`src/rtl/i2a_pkg.sv`:
```
package i2a_pkg;

  localparam int VALUE_BITS = 64;
  localparam int DEC_DIGITS = (VALUE_BITS * 3) / 10 + 1;
  localparam int HEX_DIGITS = (VALUE_BITS + 3) / 4;
  localparam int DIGITS     = DEC_DIGITS;
  localparam int DIG_W      = DIGITS * 4;
  localparam int REM_W      = $clog2(DIGITS + 1);
  localparam int CNT_W      = $clog2(VALUE_BITS);

  typedef enum logic [1:0] {
    MODE_SDEC = 2'd0,
    MODE_UDEC = 2'd1,
    MODE_HEXL = 2'd2,
    MODE_HEXU = 2'd3
  } mode_e;

  localparam logic [6:0] CHAR_ZERO    = 7'h30;
  localparam logic [6:0] CHAR_MINUS   = 7'h2D;
  localparam logic [6:0] CHAR_LOWER_A = 7'h61;
  localparam logic [6:0] CHAR_UPPER_A = 7'h41;

  typedef struct packed {
    logic load;
    logic conv_step;
    logic skip_step;
    logic emit_sign;
    logic emit_digit;
  } cmd_t;

  typedef struct packed {
    logic is_neg;
    logic is_dec;
    logic top_zero;
    logic rem_one;
    logic out_free;
  } stat_t;

  function automatic logic [6:0] digit_char(logic [3:0] d, logic upper);
    logic [6:0] base;
    base = upper ? CHAR_UPPER_A : CHAR_LOWER_A;
    if (d < 4'd10) begin
      return CHAR_ZERO + {3'b000, d};
    end
    return base + {3'b000, d} - 7'd10;
  endfunction

endpackage

```
`src/rtl/i2a_in_if.sv`:
```
interface i2a_in_if;
  logic        valid;
  logic        ready;
  logic [63:0] value;
  logic [1:0]  mode;

  modport source (output valid, output value, output mode, input ready);
  modport sink   (input valid, input value, input mode, output ready);
endinterface

```
`src/rtl/i2a_out_if.sv`:
```
interface i2a_out_if;
  logic       valid;
  logic       ready;
  logic [6:0] char_code;
  logic       is_last;

  modport source (output valid, output char_code, output is_last, input ready);
  modport sink   (input valid, input char_code, input is_last, output ready);
endinterface

```
`src/rtl/i2a_dpath.sv`:
```
module i2a_dpath (
  input  logic                clk_i,
  input  logic                rst_ni,
  input  logic [63:0]         value_i,
  input  logic [1:0]          mode_i,
  input  i2a_pkg::cmd_t       cmd_i,
  output i2a_pkg::stat_t      stat_o,
  output logic                out_valid_o,
  input  logic                out_ready_i,
  output logic [6:0]          char_code_o,
  output logic                is_last_o
);
  import i2a_pkg::*;

  logic [VALUE_BITS-1:0] bin_q, bin_d;
  logic [DIG_W-1:0]      dig_q, dig_d;
  logic [REM_W-1:0]      rem_q, rem_d;
  logic                  neg_q, neg_d;
  logic                  dec_q, dec_d;
  logic                  upper_q, upper_d;
  logic                  out_valid_q;
  logic [6:0]            char_q, char_d;
  logic                  last_q, last_d;

  logic [VALUE_BITS-1:0] in_val;
  logic                  in_neg;
  logic [DIG_W-1:0]      adj;
  logic [4*HEX_DIGITS-1:0] hex_w;
  logic [3:0]            top_dig;
  logic                  emit;

  assign in_val  = value_i[VALUE_BITS-1:0];
  assign in_neg  = (mode_e'(mode_i) == MODE_SDEC) && in_val[VALUE_BITS-1];
  assign hex_w   = (4*HEX_DIGITS)'(in_val);
  assign top_dig = dig_q[DIG_W-1 -: 4];
  assign emit    = cmd_i.emit_sign | cmd_i.emit_digit;

  // Add-three correction of each BCD digit ahead of the shift.
  always_comb begin
    for (int i = 0; i < DIGITS; i++) begin
      adj[4*i +: 4] = (dig_q[4*i +: 4] >= 4'd5) ? dig_q[4*i +: 4] + 4'd3
                                                 : dig_q[4*i +: 4];
    end
  end

  always_comb begin
    bin_d   = bin_q;
    dig_d   = dig_q;
    rem_d   = rem_q;
    neg_d   = neg_q;
    dec_d   = dec_q;
    upper_d = upper_q;
    char_d  = char_q;
    last_d  = last_q;
    if (cmd_i.load) begin
      neg_d   = in_neg;
      bin_d   = in_neg ? (~in_val + 1'b1) : in_val;
      dec_d   = (mode_e'(mode_i) == MODE_SDEC) || (mode_e'(mode_i) == MODE_UDEC);
      upper_d = (mode_e'(mode_i) == MODE_HEXU);
      if (dec_d) begin
        dig_d = '0;
        rem_d = REM_W'(DIGITS);
      end else begin
        // Nibbles sit at the top of the digit register, most significant first.
        dig_d = DIG_W'(hex_w) << (4 * (DIGITS - HEX_DIGITS));
        rem_d = REM_W'(HEX_DIGITS);
      end
    end else if (cmd_i.conv_step) begin
      dig_d = {adj[DIG_W-2:0], bin_q[VALUE_BITS-1]};
      bin_d = bin_q << 1;
    end else if (cmd_i.skip_step) begin
      dig_d = dig_q << 4;
      rem_d = rem_q - 1'b1;
    end else if (cmd_i.emit_digit) begin
      char_d = digit_char(top_dig, upper_q);
      last_d = (rem_q == REM_W'(1));
      dig_d  = dig_q << 4;
      rem_d  = rem_q - 1'b1;
    end else if (cmd_i.emit_sign) begin
      char_d = CHAR_MINUS;
      last_d = 1'b0;
    end
  end

  always_ff @(posedge clk_i or negedge rst_ni) begin
    if (!rst_ni) begin
      out_valid_q <= 1'b0;
    end else if (emit) begin
      out_valid_q <= 1'b1;
    end else if (out_ready_i) begin
      out_valid_q <= 1'b0;
    end
  end

  always_ff @(posedge clk_i) begin
    bin_q   <= bin_d;
    dig_q   <= dig_d;
    rem_q   <= rem_d;
    neg_q   <= neg_d;
    dec_q   <= dec_d;
    upper_q <= upper_d;
    char_q  <= char_d;
    last_q  <= last_d;
  end

  assign stat_o.is_neg   = neg_q;
  assign stat_o.is_dec   = dec_q;
  assign stat_o.top_zero = (top_dig == 4'd0);
  assign stat_o.rem_one  = (rem_q == REM_W'(1));
  assign stat_o.out_free = !out_valid_q || out_ready_i;

  assign out_valid_o = out_valid_q;
  assign char_code_o = char_q;
  assign is_last_o   = last_q;

endmodule

```
`src/rtl/i2a_ctrl.sv`:
```
module i2a_ctrl (
  input  logic           clk_i,
  input  logic           rst_ni,
  input  logic           in_valid_i,
  output logic           in_ready_o,
  input  i2a_pkg::stat_t stat_i,
  output i2a_pkg::cmd_t  cmd_o
);
  import i2a_pkg::*;

  typedef enum logic [2:0] {
    S_IDLE,
    S_CONV,
    S_SKIP,
    S_SIGN,
    S_EMIT
  } state_e;

  state_e            state_q, state_d;
  logic [CNT_W-1:0]  cnt_q, cnt_d;

  always_comb begin
    state_d = state_q;
    cnt_d   = cnt_q;
    cmd_o   = '0;
    unique case (state_q)
      S_IDLE: begin
        if (in_valid_i) begin
          cmd_o.load = 1'b1;
          cnt_d      = '0;
          state_d    = S_CONV;
        end
      end
      S_CONV: begin
        // Hex digits are ready at load; decimal runs one bit a cycle.
        if (!stat_i.is_dec) begin
          state_d = S_SKIP;
        end else begin
          cmd_o.conv_step = 1'b1;
          cnt_d           = cnt_q + 1'b1;
          if (cnt_q == CNT_W'(VALUE_BITS - 1)) begin
            state_d = S_SKIP;
          end
        end
      end
      S_SKIP: begin
        if (stat_i.top_zero && !stat_i.rem_one) begin
          cmd_o.skip_step = 1'b1;
        end else begin
          state_d = stat_i.is_neg ? S_SIGN : S_EMIT;
        end
      end
      S_SIGN: begin
        if (stat_i.out_free) begin
          cmd_o.emit_sign = 1'b1;
          state_d         = S_EMIT;
        end
      end
      S_EMIT: begin
        if (stat_i.out_free) begin
          cmd_o.emit_digit = 1'b1;
          if (stat_i.rem_one) begin
            state_d = S_IDLE;
          end
        end
      end
      default: state_d = S_IDLE;
    endcase
  end

  always_ff @(posedge clk_i or negedge rst_ni) begin
    if (!rst_ni) begin
      state_q <= S_IDLE;
      cnt_q   <= '0;
    end else begin
      state_q <= state_d;
      cnt_q   <= cnt_d;
    end
  end

  assign in_ready_o = (state_q == S_IDLE);

endmodule

```
`src/rtl/integer_to_ascii_formatter_core.sv`:
```
// Channel | Dir | Payload                    | Handshake
// in_i    | in  | value[63:0], mode[1:0]     | valid/ready, request taken when both high
// out_o   | out | char_code[6:0], is_last    | valid/ready, one character per transfer
//
// Decimal: load, a double-dabble shift per input bit, a shift per dropped leading
// zero, an exit from the zero scan, then an optional minus sign and the
// characters. Hex: load, a pass through the conversion state, then the zero scan and the characters.
// Reset clears the controller and the output valid flag only.
// A stalled output holds the emitter; the next request is taken once the
// last character is in the output register.
module integer_to_ascii_formatter_core (
  input  logic      clk_i,
  input  logic      rst_ni,
  i2a_in_if.sink    in_i,
  i2a_out_if.source out_o
);
  import i2a_pkg::*;

  cmd_t  cmd;
  stat_t stat;

  i2a_ctrl u_ctrl (
    .clk_i      (clk_i),
    .rst_ni     (rst_ni),
    .in_valid_i (in_i.valid),
    .in_ready_o (in_i.ready),
    .stat_i     (stat),
    .cmd_o      (cmd)
  );

  i2a_dpath u_dpath (
    .clk_i       (clk_i),
    .rst_ni      (rst_ni),
    .value_i     (in_i.value),
    .mode_i      (in_i.mode),
    .cmd_i       (cmd),
    .stat_o      (stat),
    .out_valid_o (out_o.valid),
    .out_ready_i (out_o.ready),
    .char_code_o (out_o.char_code),
    .is_last_o   (out_o.is_last)
  );

endmodule

```
`src/flat_wrapper.sv`:
```
// flat-port wrapper written by rule: the top's interface ports become plain ports
module integer_to_ascii_formatter_core_flat import i2a_pkg::*;
  (clk_i, rst_ni, in_i_valid, in_i_value, in_i_mode, in_i_ready, out_o_valid, out_o_char_code, out_o_is_last, out_o_ready);
  i2a_in_if in_i_i ();
  i2a_out_if out_o_i ();
  input  logic clk_i;
  input  logic rst_ni;
  input wire logic [$bits(in_i_i.valid)-1:0] in_i_valid;
  input wire logic [$bits(in_i_i.value)-1:0] in_i_value;
  input wire logic [$bits(in_i_i.mode)-1:0] in_i_mode;
  output wire logic [$bits(in_i_i.ready)-1:0] in_i_ready;
  output wire logic [$bits(out_o_i.valid)-1:0] out_o_valid;
  output wire logic [$bits(out_o_i.char_code)-1:0] out_o_char_code;
  output wire logic [$bits(out_o_i.is_last)-1:0] out_o_is_last;
  input wire logic [$bits(out_o_i.ready)-1:0] out_o_ready;
  assign in_i_i.valid = in_i_valid;
  assign in_i_i.value = in_i_value;
  assign in_i_i.mode = in_i_mode;
  assign in_i_ready = in_i_i.ready;
  assign out_o_valid = out_o_i.valid;
  assign out_o_char_code = out_o_i.char_code;
  assign out_o_is_last = out_o_i.is_last;
  assign out_o_i.ready = out_o_ready;
  integer_to_ascii_formatter_core u_core (.clk_i(clk_i), .rst_ni(rst_ni), .in_i(in_i_i), .out_o(out_o_i));
endmodule
```
`config.mk`:
```
export PLATFORM = sky130hd
export DESIGN_NAME = integer_to_ascii_formatter_core_flat
export DESIGN_NICKNAME = d
export VERILOG_FILES = /design/src/rtl/i2a_pkg.sv /design/src/rtl/i2a_in_if.sv /design/src/rtl/i2a_out_if.sv /design/src/rtl/i2a_dpath.sv /design/src/rtl/i2a_ctrl.sv /design/src/rtl/integer_to_ascii_formatter_core.sv /design/src/flat_wrapper.sv
export SDC_FILE = /design/constraint.sdc
export NUM_CORES = 1
export LEC_CHECK = 0
export BUFFER_PORTS_ARGS = -buffer_cell sky130_fd_sc_hd__buf_2
export CAP_MARGIN = 20
export CORE_AREA = 10 10 165 167
export DETAILED_ROUTE_END_ITERATION = 10
export DIE_AREA = 0 0 175 177
export SYNTH_ARGS = -nofsm -noshare
export SYNTH_HDL_FRONTEND = slang
export SYNTH_SLANG_ARGS = --single-unit
```
`constraint.sdc`:
```
create_clock -name clk_i -period 9.87 [get_ports clk_i]
set_input_delay 0.4935 -clock clk_i [delete_from_list [all_inputs] [get_ports clk_i]]
set_output_delay 0.4935 -clock clk_i [all_outputs]
set_load 0.1 [all_outputs]
```
==> results.rst <==
.. list-table::
   :header-rows: 1

   * - Metric
     - Value
   * - Share of layout cells above drive strength 1
     - 11.4%
   * - Most frequent standard cell in the layout excluding fill and tap cells
     - edfxtp_1
   * - Number of buffers inserted for hold repair after clock tree synthesis
     - 1
   * - Post-DR wirelength/cell
     - 16.7 um
   * - Detailed-routing iteration count for the pre-antenna-repair pass
     - 5
   * - Cell count after synthesis
     - 1105
   * - Post-Route Skew
     - 9.20 ps
   * - Via count
     - 8341
   * - Core Area
     - 24000 um2
   * - Total of flip-flops plus latches after synthesis
     - 170
   * - Port buffer count
     - 79
   * - Number of cells after detailed placement
     - 1467
   * - Post-Place Cell Area
     - 11300 um2
   * - Most used flip-flop cell after synthesis
     - edfxtp_1
   * - Pre-CTS setup slack
     - 6430 ps
   * - Peak clock frequency supported by timing
     - 292 MHz
   * - Endpoint required time on the critical path
     - 10050 ps
   * - Final setup viols
     - 0
   * - Combined area of the multi-input logic cells
     - 5190 um2
   * - Setup repair after global routing missed its margin
     - false
   * - Tightest Hold Check Type
     - input port to flip-flop
   * - Post-CTS resize count
     - 0
   * - Die extent in x
     - 175 um
   * - DR vias/cell
     - 5.56
   * - Clock transition at the registers of the reported paths
     - 60 ps
   * - Data arrival at the endpoint of the critical path
     - 3600 ps
   * - Fraction of the cycle the final worst path needs
     - 34.7%
   * - Inserted Clock Buffers
     - 17
   * - Count of endpoints failing hold in the final timing report
     - 0
   * - Initial cell density of the core
     - 44.4%
   * - I/O pins
     - 80
   * - Post-route cell area
     - 12000 um2
   * - Die outline area
     - 31000 um2
   * - # nets final
     - 1278
   * - Sort of element at the start of the critical path
     - flip-flop
   * - Total of warnings raised by yosys
     - 0
   * - Max-slew violations
     - 0
   * - Cell at the root of the clock tree
     - clkbuf_16
   * - Nature of the critical path endpoint
     - flip-flop
   * - Post-route ant nets
     - 0
   * - Insertion delay to the later sink of the worst-skew pair
     - 430 ps
   * - Hpwl dp
     - 17100 um
   * - Iteration-0 DRC count of the detailed router
     - 579
   * - Met2 wire length
     - 11800 um
   * - Vertical die dimension
     - 177 um
   * - Leak pwr
     - 4.46 nW
   * - Floorplan row count
     - 57
   * - Number of enable-type register cells in the synthesized netlist
     - 160
   * - Clock buffer depth
     - 2
   * - Final global-route overflow total
     - 0
   * - Kind of critical path
     - flip-flop to flip-flop
   * - CTS sink cnt
     - 170
   * - Peak fanout along the critical path
     - 75
   * - Sum of met3 wire segment lengths after detailed routing
     - 934 um
   * - Maximum vdd drop
     - 204 uV
   * - Sequential cell area
     - 5050 um2
   * - Post-synth ARST share
     - 5.88%
   * - Count of placed standard cells in the final layout, fillers left out
     - 1501
   * - Count of fill cells added during filler insertion
     - 2322
   * - Post-route worst setup slack
     - 6450 ps
   * - Remaining design rule violation count
     - 0
   * - Clock tree from TritonCTS
     - yes
   * - Number of library cell types mapped by synthesis
     - 55
   * - Max transition margin
     - 34.5%
   * - Initial antenna violation count
     - 0
   * - Status
     - complete, no violations
   * - Highest metal layer used by the detailed router
     - met4
   * - Final weighted congestion of routability-driven global placement
     - 0.842
   * - Post-synthesis to final-layout area growth
     - 12.5%
   * - Detailed Route WL
     - 25000 um
   * - Largest net degree at the start of global routing
     - 91
   * - Accumulated negative setup slack
     - 0 ps
   * - Number of global-route vias before repair
     - 8059
   * - Commonest non-fill, non-tap cells in the layout
     - 160 x edfxtp_1, 153 x o21ai_0, 104 x a21oi_1, 102 x nand2_1, 84 x nor2_1
   * - Global Route Usage Sum
     - 16.1%
   * - Max Cap Violations
     - 0
   * - Total number of H-tree levels
     - 4
   * - Min Tclk post-route
     - 3420 ps
   * - Post-Synthesis Cell Area
     - 10600 um2
   * - Post-synth net total
     - 1220
   * - Share of synthesized area occupied by flip-flops and latches
     - 47.6%
   * - Slew at the pin closest to its max-slew limit
     - 979 ps
   * - Synth Area per Inst
     - 9.62 um2
   * - Power density cells
     - 329 nW/um2
   * - Wire length the detailed router placed on met1
     - 12100 um
   * - # Post-CTS Setup Buffers
     - 0
   * - Global-route wire length before repair
     - 41200 um
## registers in the layout (all words and copies together) (netlist names)
signal	flops
u_core.u_dpath.dig_q	80
u_core.u_dpath.bin_q	64
u_core.u_dpath.char_code_o	7
u_core.u_ctrl.cnt_q	6
u_core.u_dpath.rem_q	5
u_core.u_ctrl.state_q	3
u_core.u_dpath.dec_q	1
u_core.u_dpath.is_last_o	1
u_core.u_dpath.neg_q	1
u_core.u_dpath.out_valid_o	1
u_core.u_dpath.upper_q	1
## worst max-delay path: stages, from the launching register on
cell and delay, ps:
dfrtp_1 490, nor3_1 400, nand2_4 440, inv_1 550, nor2_4 80, inv_2 50
buf_4 720, a21oi_1 140, a31o_2 250
## metal layers
metal,GRT usage [%],up-vias
met3,2.75,24
met1,21.3,3998
met4,4.56,0
met5,0,-
met2,26.6,153
li1,-,4166
## final timing paths
| path | start | slack, ps | end | depth (start not counted) |
|---|---|---|---|---|
| worst max register to register | u_core.u_ctrl.state_q[2]$_DFFE_PN0P_ | 6450 | u_core.u_dpath.dig_q[4]$_SDFFCE_PP0P_ | 8 |
| worst min register to register | u_core.u_ctrl.cnt_q[1]$_DFFE_PN0P_ | 510 | u_core.u_ctrl.cnt_q[1]$_DFFE_PN0P_ | 2 |
| min in group asynchronous | rst_ni | 470 | u_core.u_dpath.out_valid_o$_DFFE_PN0P_ | 2 |
| max in group asynchronous | rst_ni | 9190 | u_core.u_ctrl.cnt_q[1]$_DFFE_PN0P_ | 2 |
| worst min-delay path | in_i_mode[0] | 390 | u_core.u_dpath.upper_q$_DFFE_PP_ | 2 |
| worst max-delay path | u_core.u_ctrl.state_q[2]$_DFFE_PN0P_ | 6450 | u_core.u_dpath.dig_q[4]$_SDFFCE_PP0P_ | 8 |
## metrics by stage
step / power, W / utilization, % / hold WS, ps
5_1_grt: 0.00427 / 49.9 / 391
3_5_place_dp: 0.00322 / 47.2 / 383
2_1_floorplan: 0.00282 / - / 198
4_1_cts: 0.00397 / 49.9 / 371
3_3_place_gp: 0.00319 / 47.2 / 384
6_report: 0.00394 / 49.9 / 387
## cell families after synthesis
| kind of cell | share of synthesized area [%] |
|---|---|
| xor+xnor | 7.33 |
| mux | 0.294 |
| compound gates | 19.3 |
| buf+inv | 3.85 |
| flops | 47.6 |
| simple gates | 16.3 |
| fa+ha+maj | 5.30 |
## Yosys cell counts, drive strengths merged, types with 3 or more instances
cell type | n | share of area (%)
a21oi | 104 | 4.9
a22oi | 55 | 3.9
a31oi | 13 | 0.77
a41oi | 3 | 0.25
and2 | 3 | 0.18
and3 | 3 | 0.18
buf | 19 | 0.88
clkbuf | 30 | 1.1
dfrtp | 10 | 2.4
edfxtp | 160 | 45
ha | 45 | 5.3
inv | 54 | 1.9
nand2 | 105 | 3.7
nand2b | 18 | 1.1
nand3 | 15 | 0.75
nand4 | 9 | 0.59
nand4b | 3 | 0.25
nor2 | 86 | 3.1
nor2b | 13 | 0.77
nor3 | 22 | 1.1
nor3b | 32 | 2.3
nor4 | 17 | 1.5
o21ai | 157 | 7.4
o221ai | 10 | 0.82
o31ai | 7 | 0.49
xnor2 | 72 | 5.9
xor2 | 17 | 1.4
## power by group
group	switching [W]	internal, W	leakage, nW
Combinational	0.000998	0.000589	2.51
Clock	0.000283	0.000446	0.300
Sequential	0.000269	0.00135	1.65
Total	0.00155	0.00239	4.46
## cell type report
type | count | area share [%]
Inverter | 54 | 1.70
Timing Repair Buffer | 88 | 3.89
Clock buffer | 18 | 3.59
Tap cell | 324 | 3.39
Sequential cell | 170 | 42.3
Multi-Input combinational cell | 832 | 43.4
Clock inverter | 14 | 1.70
Antenna cell | 1 | 0.0209
(Power assumes the default switching activity.)
